--- src/hw/rtl/fqs_pkg.sv ---
// ----------------------------------------------------------------------------
// fqs_pkg: shared types and constants for the searchable queue
// Queue depth, field widths, request and status codes, cell control bundle.
// ----------------------------------------------------------------------------
package fqs_pkg;

  localparam int QUEUE_DEPTH = 16;
  localparam int DATA_W      = 32;
  localparam int POS_W       = 4;
  localparam int ACT_W       = 2;
  localparam int STAT_W      = 2;
  localparam int IDX_W       = (QUEUE_DEPTH > 1) ? $clog2(QUEUE_DEPTH) : 1;
  localparam int CNT_W       = $clog2(QUEUE_DEPTH + 1);

  // request codes; code three is ignored
  typedef enum logic [ACT_W-1:0] {
    ACT_INSERT = 2'd0,
    ACT_REMOVE = 2'd1,
    ACT_SEARCH = 2'd2
  } action_t;

  // result status codes
  typedef enum logic [STAT_W-1:0] {
    ST_OK        = 2'd0,
    ST_EMPTY     = 2'd1,
    ST_FULL      = 2'd2,
    ST_NOT_FOUND = 2'd3
  } status_t;

  // controls broadcast to every cell of the row
  typedef struct packed {
    logic              shift;
    logic              search;
    logic [DATA_W-1:0] key;
  } cell_ctl_t;

endpackage

--- src/hw/rtl/fqs_cell.sv ---
// ----------------------------------------------------------------------------
// fqs_cell: one queue slot
// Holds one entry, takes its neighbor's entry on a remove, loads a new entry
// on an insert aimed at it, and registers its own match flag on a search.
// ----------------------------------------------------------------------------
module fqs_cell (
  input  logic                       clk,
  input  fqs_pkg::cell_ctl_t         ctl,
  input  logic                       load,
  input  logic                       occ,
  input  logic [fqs_pkg::DATA_W-1:0] load_data,
  input  logic [fqs_pkg::DATA_W-1:0] neighbor,
  output logic [fqs_pkg::DATA_W-1:0] data,
  output logic                       hit
);

  // entry storage: shift toward the front or load from the request
  always_ff @(posedge clk) begin
    if (ctl.shift) begin
      data <= neighbor;
    end else if (load) begin
      data <= load_data;
    end
  end

  // match flag of an occupied slot
  always_ff @(posedge clk) begin
    if (ctl.search) begin
      hit <= occ && (data == ctl.key);
    end
  end

endmodule

--- src/hw/rtl/fqs_first_hit.sv ---
// ----------------------------------------------------------------------------
// fqs_first_hit: front-most match encoder
// Turns the registered match flags of the row into the index of the first
// match counted from the front, plus a flag that any slot matched.
// ----------------------------------------------------------------------------
module fqs_first_hit (
  input  logic [fqs_pkg::QUEUE_DEPTH-1:0] hits,
  output logic                            any,
  output logic [fqs_pkg::IDX_W-1:0]       idx
);

  // lowest set flag wins
  always_comb begin
    idx = '0;
    for (int i = fqs_pkg::QUEUE_DEPTH - 1; i >= 0; i--) begin
      if (hits[i]) begin
        idx = fqs_pkg::IDX_W'(i);
      end
    end
  end

  assign any = |hits;

endmodule

--- src/hw/rtl/fifo_queue_with_search.sv ---
// ----------------------------------------------------------------------------
// fifo_queue_with_search: first-in first-out queue with associative search
// A row of slot cells with the front entry always in the first cell.
// ----------------------------------------------------------------------------
// Usage:
//   Requests come in on in_valid/in_ready with action and value; each request
//   beat gives exactly one result beat on out_valid/out_ready carrying status,
//   removed_value and position.
//   Insert writes the cell just past the last occupied one; remove hands every
//   entry one cell toward the front; search compares the key in every cell at
//   once and registers the match flags.
//   Each request passes the cell update and match flags, then the front-most
//   match encode into the result register. One request is in flight at a time,
//   so the block does not take a new request until the last one has moved
//   into the result register.
//   When the receiver stalls, the result is held; in_ready is low while a
//   request is in flight, so one more request is taken and then the input
//   stalls until the held result beat leaves.
//   Insert into a full queue returns the full status and leaves the queue as
//   it was; remove or search on an empty queue returns the empty status.
//   Reset empties the queue and clears both handshakes; entry contents are
//   not cleared, only the fill count marks which cells hold entries.
// ----------------------------------------------------------------------------
module fifo_queue_with_search (
  input  logic                              clk,
  input  logic                              rst,
  input  logic                              in_valid,
  output logic                              in_ready,
  input  logic [fqs_pkg::ACT_W-1:0]         action,
  input  logic signed [fqs_pkg::DATA_W-1:0] value,
  output logic                              out_valid,
  input  logic                              out_ready,
  output logic [fqs_pkg::STAT_W-1:0]        status,
  output logic signed [fqs_pkg::DATA_W-1:0] removed_value,
  output logic [fqs_pkg::POS_W-1:0]         position
);

  localparam int N = fqs_pkg::QUEUE_DEPTH;

  logic [fqs_pkg::CNT_W-1:0]  count;
  logic [fqs_pkg::CNT_W-1:0]  count_next;
  logic                       pend;
  logic                       pend_search;
  fqs_pkg::status_t           pend_status;
  logic [fqs_pkg::DATA_W-1:0] pend_removed;

  logic                       accept;
  logic                       full;
  logic                       empty;
  fqs_pkg::action_t           act;
  fqs_pkg::cell_ctl_t         ctl;
  fqs_pkg::status_t           req_status;
  logic                       do_insert;
  logic                       do_remove;
  logic                       advance;

  logic [fqs_pkg::DATA_W-1:0] cell_data [N];
  logic [N-1:0]               hits;
  logic                       any_hit;
  logic [fqs_pkg::IDX_W-1:0]  hit_idx;

  assign act      = fqs_pkg::action_t'(action);
  assign in_ready = !pend;
  assign accept   = in_valid && in_ready;
  assign full     = (count == fqs_pkg::CNT_W'(N));
  assign empty    = (count == '0);
  assign advance  = pend && (!out_valid || out_ready);

  // request decode: status known at the beat, and the cell controls
  always_comb begin
    req_status = fqs_pkg::ST_OK;
    do_insert  = 1'b0;
    do_remove  = 1'b0;
    ctl.search = 1'b0;
    ctl.key    = value;
    unique case (act)
      fqs_pkg::ACT_INSERT: begin
        if (full) begin
          req_status = fqs_pkg::ST_FULL;
        end else begin
          do_insert = accept;
        end
      end
      fqs_pkg::ACT_REMOVE: begin
        if (empty) begin
          req_status = fqs_pkg::ST_EMPTY;
        end else begin
          do_remove = accept;
        end
      end
      fqs_pkg::ACT_SEARCH: begin
        if (empty) begin
          req_status = fqs_pkg::ST_EMPTY;
        end else begin
          ctl.search = accept;
        end
      end
      default: begin
        req_status = fqs_pkg::ST_OK;
      end
    endcase
    ctl.shift = do_remove;
  end

  // row of slot cells, front entry in cell zero
  for (genvar i = 0; i < N; i++) begin : g_cell
    logic [fqs_pkg::DATA_W-1:0] nb;
    if (i == N - 1) begin : g_last
      assign nb = cell_data[i];
    end else begin : g_mid
      assign nb = cell_data[i+1];
    end
    fqs_cell u_cell (
      .clk       (clk),
      .ctl       (ctl),
      .load      (do_insert && (count == fqs_pkg::CNT_W'(i))),
      .occ       (fqs_pkg::CNT_W'(i) < count),
      .load_data (value),
      .neighbor  (nb),
      .data      (cell_data[i]),
      .hit       (hits[i])
    );
  end

  fqs_first_hit u_first_hit (
    .hits (hits),
    .any  (any_hit),
    .idx  (hit_idx)
  );

  // fill count
  always_comb begin
    count_next = count;
    if (do_insert) begin
      count_next = count + 1'b1;
    end else if (do_remove) begin
      count_next = count - 1'b1;
    end
  end

  always_ff @(posedge clk) begin
    if (rst) begin
      count <= '0;
    end else begin
      count <= count_next;
    end
  end

  // request in flight between the cell update and the result register
  always_ff @(posedge clk) begin
    if (rst) begin
      pend <= 1'b0;
    end else if (accept) begin
      pend <= 1'b1;
    end else if (advance) begin
      pend <= 1'b0;
    end
  end

  always_ff @(posedge clk) begin
    if (accept) begin
      pend_status  <= req_status;
      pend_search  <= ctl.search;
      pend_removed <= do_remove ? cell_data[0] : '0;
    end
  end

  // result register
  always_ff @(posedge clk) begin
    if (rst) begin
      out_valid <= 1'b0;
    end else if (advance) begin
      out_valid <= 1'b1;
    end else if (out_ready) begin
      out_valid <= 1'b0;
    end
  end

  always_ff @(posedge clk) begin
    if (advance) begin
      removed_value <= pend_removed;
      if (pend_search && any_hit) begin
        status   <= fqs_pkg::ST_OK;
        position <= fqs_pkg::POS_W'(hit_idx);
      end else if (pend_search) begin
        status   <= fqs_pkg::ST_NOT_FOUND;
        position <= '0;
      end else begin
        status   <= pend_status;
        position <= '0;
      end
    end
  end

`ifndef SYNTHESIS
  a_count_bound: assert property (@(posedge clk) disable iff (rst)
    count <= fqs_pkg::CNT_W'(N))
    else $error("fill count beyond queue depth");

  a_one_in_flight: assert property (@(posedge clk) disable iff (rst)
    accept |=> pend && !in_ready)
    else $error("request beat did not mark a request in flight");

  a_result_follows: assert property (@(posedge clk) disable iff (rst)
    (pend && !out_valid) |=> out_valid && !pend)
    else $error("pending request did not reach the result register");

  a_remove_count: assert property (@(posedge clk) disable iff (rst)
    do_remove |=> count == $past(count) - 1'b1)
    else $error("remove did not shrink the queue");

  a_full_holds: assert property (@(posedge clk) disable iff (rst)
    (accept && act == fqs_pkg::ACT_INSERT && full) |=> full)
    else $error("dropped insert changed the fill count");
`endif

endmodule
--- config.mk ---
export PLATFORM = sky130hd
export DESIGN_NAME = fifo_queue_with_search
export DESIGN_NICKNAME = d
export VERILOG_FILES = /design/src/hw/rtl/fqs_pkg.sv /design/src/hw/rtl/fqs_cell.sv /design/src/hw/rtl/fqs_first_hit.sv /design/src/hw/rtl/fifo_queue_with_search.sv
export SDC_FILE = /design/constraint.sdc
export NUM_CORES = 1
export LEC_CHECK = 0
export ABC_AREA = 1
export BUFFER_PORTS_ARGS = -buffer_cell sky130_fd_sc_hd__buf_4
export CORE_MARGIN = 2
export CORE_UTILIZATION = 50
export CTS_BUF_LIST = sky130_fd_sc_hd__clkbuf_2
export CTS_CLUSTER_SIZE = 25
export DETAILED_ROUTE_END_ITERATION = 6
export HOLD_SLACK_MARGIN = 0.15
export PLACE_DENSITY = 0.66
export SLEW_MARGIN = 20
export SYNTH_ARGS = -nofsm -noshare
export SYNTH_HDL_FRONTEND = slang
export SYNTH_HIERARCHICAL = 1
export SYNTH_SLANG_ARGS = --single-unit
--- constraint.sdc ---
create_clock -name clk -period 3.33 [get_ports clk]
set_input_delay 0.333 -clock clk [delete_from_list [all_inputs] [get_ports clk]]
set_output_delay 0.333 -clock clk [all_outputs]
set_load 0.01 [all_outputs]
# After elaboration in Yosys (flattened, before gate mapping)
# Cells that the tools add are included.
[op_classes] reduce_logical=65 n_eq_ne=34 n_shift=0 n_mux=60 div_mod_pow=0 n_mul=0 bitwise_logic=2 add_sub_neg=2 order_cmp=16
[ops] op="two-way mux 32 bit" count=30
[ops] op="equality test 32 bit" count=16
[ops] op="equality test 5 x 4 -> 1 bit (second input constant)" count=8
[ops] op="< comparator 4 x 5 -> 1 bit (first input constant)" count=8
[ops] op="nonzero test 2 bit" count=18
[ops] op="logical AND 1 bit" count=35
[ops] op="two-way mux 4 bit" count=8
[ops] op="equality test 5 x 3 -> 1 bit (second input constant)" count=4
[ops] op="< comparator 3 x 5 -> 1 bit (first input constant)" count=4
[ops] op="OR reduction 16 bit" count=1
[ops] op="two-way mux 3 bit" count=4
[ops] op="two-way mux 1 bit" count=11
[ops] op="equality test 5 x 2 -> 1 bit (second input constant)" count=2
[ops] op="< comparator 1 x 5 -> 1 bit (first input constant)" count=2
[ops] op="< comparator 2 x 5 -> 1 bit (first input constant)" count=2
[ops] op="two-way mux 5 bit" count=2
[ops] op="OR reduction 9 bit" count=1
[ops] op="two-way mux 2 bit" count=4
[ops] op="adder 5 x 1 -> 5 bit (second input constant)" count=1
[ops] op="equality test 5 x 1 -> 1 bit (second input constant)" count=1
[ops] op="equality test 5 bit (second input constant)" count=1
[ops] op="logical NOT 5 bit" count=1
[ops] op="OR reduction 5 bit" count=1
[ops] op="subtractor 5 x 1 -> 5 bit (second input constant)" count=1
[ops] op="other kinds (10)" count=13
[word_totals] ram_bits=0 memories=0 reg_bits=608 latch_bits=0 rom_bits=0 output_inout_bits=40

# Logic depth before layout (Yosys ltp)
[depth] word_depth=15 depth_mapped=17

# Hierarchy
# Netlist, hierarchy kept.
[by_module_without_submodules] module="fqs_cell" cells_each=278 seq_area_each_um2=991.0 instances=16 area_each_um2=1988.2
[by_module_without_submodules] module="fifo_queue_with_search" cells_each=314 seq_area_each_um2=2332.2 instances=1 area_each_um2=3460.8
[by_module_without_submodules] module="fqs_first_hit" cells_each=49 seq_area_each_um2=0.0 instances=1 area_each_um2=209.0

# Least setup slack after synthesis
# OpenSTA, ideal clock, no wires.
[synth_timing] path_type="register to register" start="register pend" end="register position[0] (netlist bit) (enable)" t_required_ps=2882 arrival_ps=2380 setup_slack_ps=502 path_stages_with_launch=3 setup_time_ps=448 path_cell_list="dfxtp_1 > inv_2 > a21oi_1"
[synth_via] elab_chain_len=1
[synth_rtl] element="from (decl)" line_no="fifo_queue_with_search.sv:42" rtl="logic pend;"
[synth_rtl] element="from (signal assigned)" line_no="fifo_queue_with_search.sv:152" rtl="pend <= 1'b0;"
[synth_rtl] element="from (signal assigned)" line_no="fifo_queue_with_search.sv:154" rtl="pend <= 1'b1;"
[synth_rtl] element="from (signal assigned)" line_no="fifo_queue_with_search.sv:156" rtl="pend <= 1'b0;"
[synth_rtl] element="logical AND 1 bit" line_no="fifo_queue_with_search.sv:67" rtl="assign advance = pend && (!out_valid || out_ready);"
[synth_rtl] element="via advance" line_no="fifo_queue_with_search.sv:55" rtl="logic advance;"
[synth_rtl] element="to (signal assigned)" line_no="fifo_queue_with_search.sv:184" rtl="position <= fqs_pkg::POS_W'(hit_idx);"
[synth_rtl] element="to (decl)" line_no="fifo_queue_with_search.sv:35" rtl="output logic [fqs_pkg::POS_W-1:0] position"
# The timed path passes the listed nets, and every way through them passes these cells.
# A chain may end at the register's enable or synchronous reset.

==> results.json <==
{
  "power.density_nw_per_um2": 422,
  "grt_pass1_vias": 29800,
  "p_leak_nw": 20.1,
  "ys_async_sr_fraction_pct": 0,
  "yosys.area_share.simple_pct": 33.6,
  "wl_per_cell_um": 18.4,
  "num_vias": 31200,
  "dpl_cell_area_um2": 36900,
  "fin_hold_ws_ns": 0.269,
  "tns_ns": 0,
  "clk_pin_slew_ns": 0.10,
  "slew_headroom_pct": 18.7,
  "cts_buffers": 163,
  "synth_top_family_by_area": "simple AND/OR/NAND/NOR gates",
  "final_cells": 6148,
  "dieHeight_um": 270,
  "core-area_um2": 70100,
  "rsz0062_at_grt": "yes",
  "die_width_um": 270,
  "via_per_inst": 5.08,
  "syn-instance-count": 4811,
  "cts-htree-levels": 4,
  "cts_buffer_depth": 3,
  "drcViolationCount": 2,
  "num_rows": 97,
  "post-route-period-util_pct": 97.1,
  "tightest_slew_ns": 1.22,
  "yosysSeqAreaShare_pct": 51.3,
  "io_pins": 78,
  "final_area_um2": 39800,
  "ys_seq_elements": 608,
  "ir_worst_vdd_mv": 0.288,
  "synth_area_per_cell_um2": 7.37,
  "seq_area_um2": 18200,
  "ctsRootBufferMaster": "clkbuf_2",
  "hp-class": "in2reg",
  "synth_ff_type": "edfxtp_1",
  "synth_cell_type_count": 34,
  "die-area_um2": 73100,
  "cp-start-kind": "register",
  "worstPathArrival_ns": 4.41,
  "grt_pass1_wl_mm": 172,
  "fmax_mhz": 309,
  "violations": "design-rule violations",
  "drtIter0Drc": 2783,
  "drive_above_1_share_pct": 9.65,
  "multiInputGateArea_um2": 13900,
  "setup_viol_count_final": 0,
  "dr.pass1.iters": 7,
  "yosysWarnings": 6,
  "syn-cell-area_um2": 35500,
  "synth_edf_count": 601,
  "syn_to_final_growth_pct": 12.3,
  "maxCapViolCount": 0,
  "synth_compound_area_share_pct": 2.53,
  "fin_ws_ns": 0.0964,
  "cts.sinks": 608,
  "finalHoldViolCount": 0,
  "ant_nets": 0,
  "slew_viol_final": 0,
  "overflow": 0,
  "fin_nets": 5132,
  "grt.total_usage_pct": 31.1,
  "status": "complete, but fails checks",
  "worstSkewPairLatency_ns": 1.47,
  "antenna_found_initial": 4,
  "place_hpwl_mm": 60.9,
  "cp-end-kind": "register",
  "dpl_worst_slack_ns": 0.474,
  "initial_utilization_pct": 50.6,
  "cts_tree": "done",
  "nFillCells": 6617,
  "skew_ns": 0.146,
  "wl_mm": 113,
  "dp.cells": 5744,
  "muxShareOfSynthArea_pct": 0,
  "critical_path_class": "reg2reg",
  "worstPathRequired_ns": 4.50,
  "portBuffers": 77,
  "synth_nets": 4858,
  "crit_fanout": 83,
  "fin_crit_ns": 3.23,
  "grt_max_degree": 84,
  "place.gp.congestion": 0.869,
  "synth-adder-area-share_pct": 0.317,
  "synthXorXnorAreaFrac_pct": 2.79
}
==> layout by cell type, fill, tap and decap left out, drive strengths merged, types with 4 or more instances in the layout <==
cell type    netlist  final
a21oi              9      9
buf              120    137
clkbuf             0    239
clkinv             0     31
clkinvlp           0      4
dfxtp              7      7
diode              0      6
dlygate4sd3        0     92
edfxtp           601    601
ha                 9      9
inv              733    739
nand2           2591   2591
nand3             68     68
nor2             328    328
nor3              26     26
o211ai            16     16
o21a              16     16
o21ai            120    120
or2               49     49
xnor2             64     64
xor2              49     49
==> worst max-delay path: stages (launching register included) <==
cell and delay, ns:
dfxtp_1 0.49, inv_1 0.19, ha_1 0.28, inv_1 0.10
nor2_2 0.05, nand2_2 0.12, nand3_4 0.11, inv_8 0.25
buf_16 0.34, inv_4 0.23, nand2_1 0.13, dlygate4sd3_1 0.57
nand2_1 0.05
==> registers in the layout, indices dropped and copies added, names as in the netlist <==
register,count
out_valid,1
count,5
removed_value,32
status,2
pend_status,2
pend_removed,32
pend_search,1
position,4
g_cell.u_cell/data,512
pend,1
g_cell.u_cell/hit,16
==> final timing paths <==
check,from,endpoint,slack [ns],cells after the start
worst max-delay path,count[1],g_cell[15].u_cell/data[23],0.1,12
worst min-delay path,value[24],g_cell[3].u_cell/data[24],0.27,5
worst max register to register,count[1],g_cell[15].u_cell/data[23],0.1,12
worst min register to register,pend_removed[28],removed_value[28],0.40,0
==> where the power goes <==
group	switching, mW	internal, mW	leakage (nW)
sequential	0.187	8.79	5.52
combinational	1.68	0.774	13.5
clock	3.28	2.09	1.11
==> cell families (layout without fill, tap and decap cells) <==
logic type,count (synthesis),in the layout
simple gates,3066,3066
buf+inv,853,1244
flops,608,608
compound gates,162,162
xor+xnor,113,113
fa+ha+maj,9,9
other cells,0,6
==> stage by stage <==
step | utilization (%) | power (mW)
detailed placement | 52.7 | 11.2
CTS | 56.7 | 16.9
global route | 56.8 | 17.6
floorplan | - | 10.4
finish | 56.8 | 16.8
global placement | 52.7 | 11.2
==> synth_stat cells, types with 7 or more instances <==
master    count  share of area (%)
a21oi_1       8               0.11
buf_2       116                1.6
dfxtp_1       7               0.39
edfxtp_1    601                 51
ha_1          9               0.32
inv_1       675                7.1
inv_2        58               0.61
nand2_1    2586                 27
nand3_1      66               0.93
nor2_1      322                3.4
nor3_1       10               0.14
nor3_2       16               0.45
o211ai_1     16               0.34
o21a_1       16               0.34
o21ai_0      56               0.79
o21ai_1      64               0.90
or2_0        32               0.56
or2_2        16               0.28
xnor2_1      64                1.6
xor2_1       49                1.2
==> area by class of cell <==
| cell class | count | area share, % |
|---|---|---|
| Sequential cell | 608 | 45.6 |
| Antenna cell | 6 | 0.0377 |
| Tap cell | 940 | 2.95 |
| Multi-Input combinational cell | 3350 | 35.0 |
| Clock buffer | 239 | 3.00 |
| Clock inverter | 43 | 0.666 |
| Timing Repair Buffer | 229 | 5.79 |
| Inverter | 733 | 6.95 |
==> metal layers <==
layer,global-route usage [%],vias to the layer above,part of all wire (%)
met3,6.61,339,8.1
met2,51.5,1254,47
met5,0,-,0
met1,38.3,14400,40
met4,15.8,0,5.2
li1,-,15200,-
==> what timing repair did <==
item / in CTS / in global routing
endpoints found under the setup margin: 0 / 19
hold buffers: 116 / 0
buffers inserted: 0 / 0
resized for setup: 0 / 14
endpoints found under the hold margin: 810 / 0
Note: power is estimated with default switching activity, not from simulation.
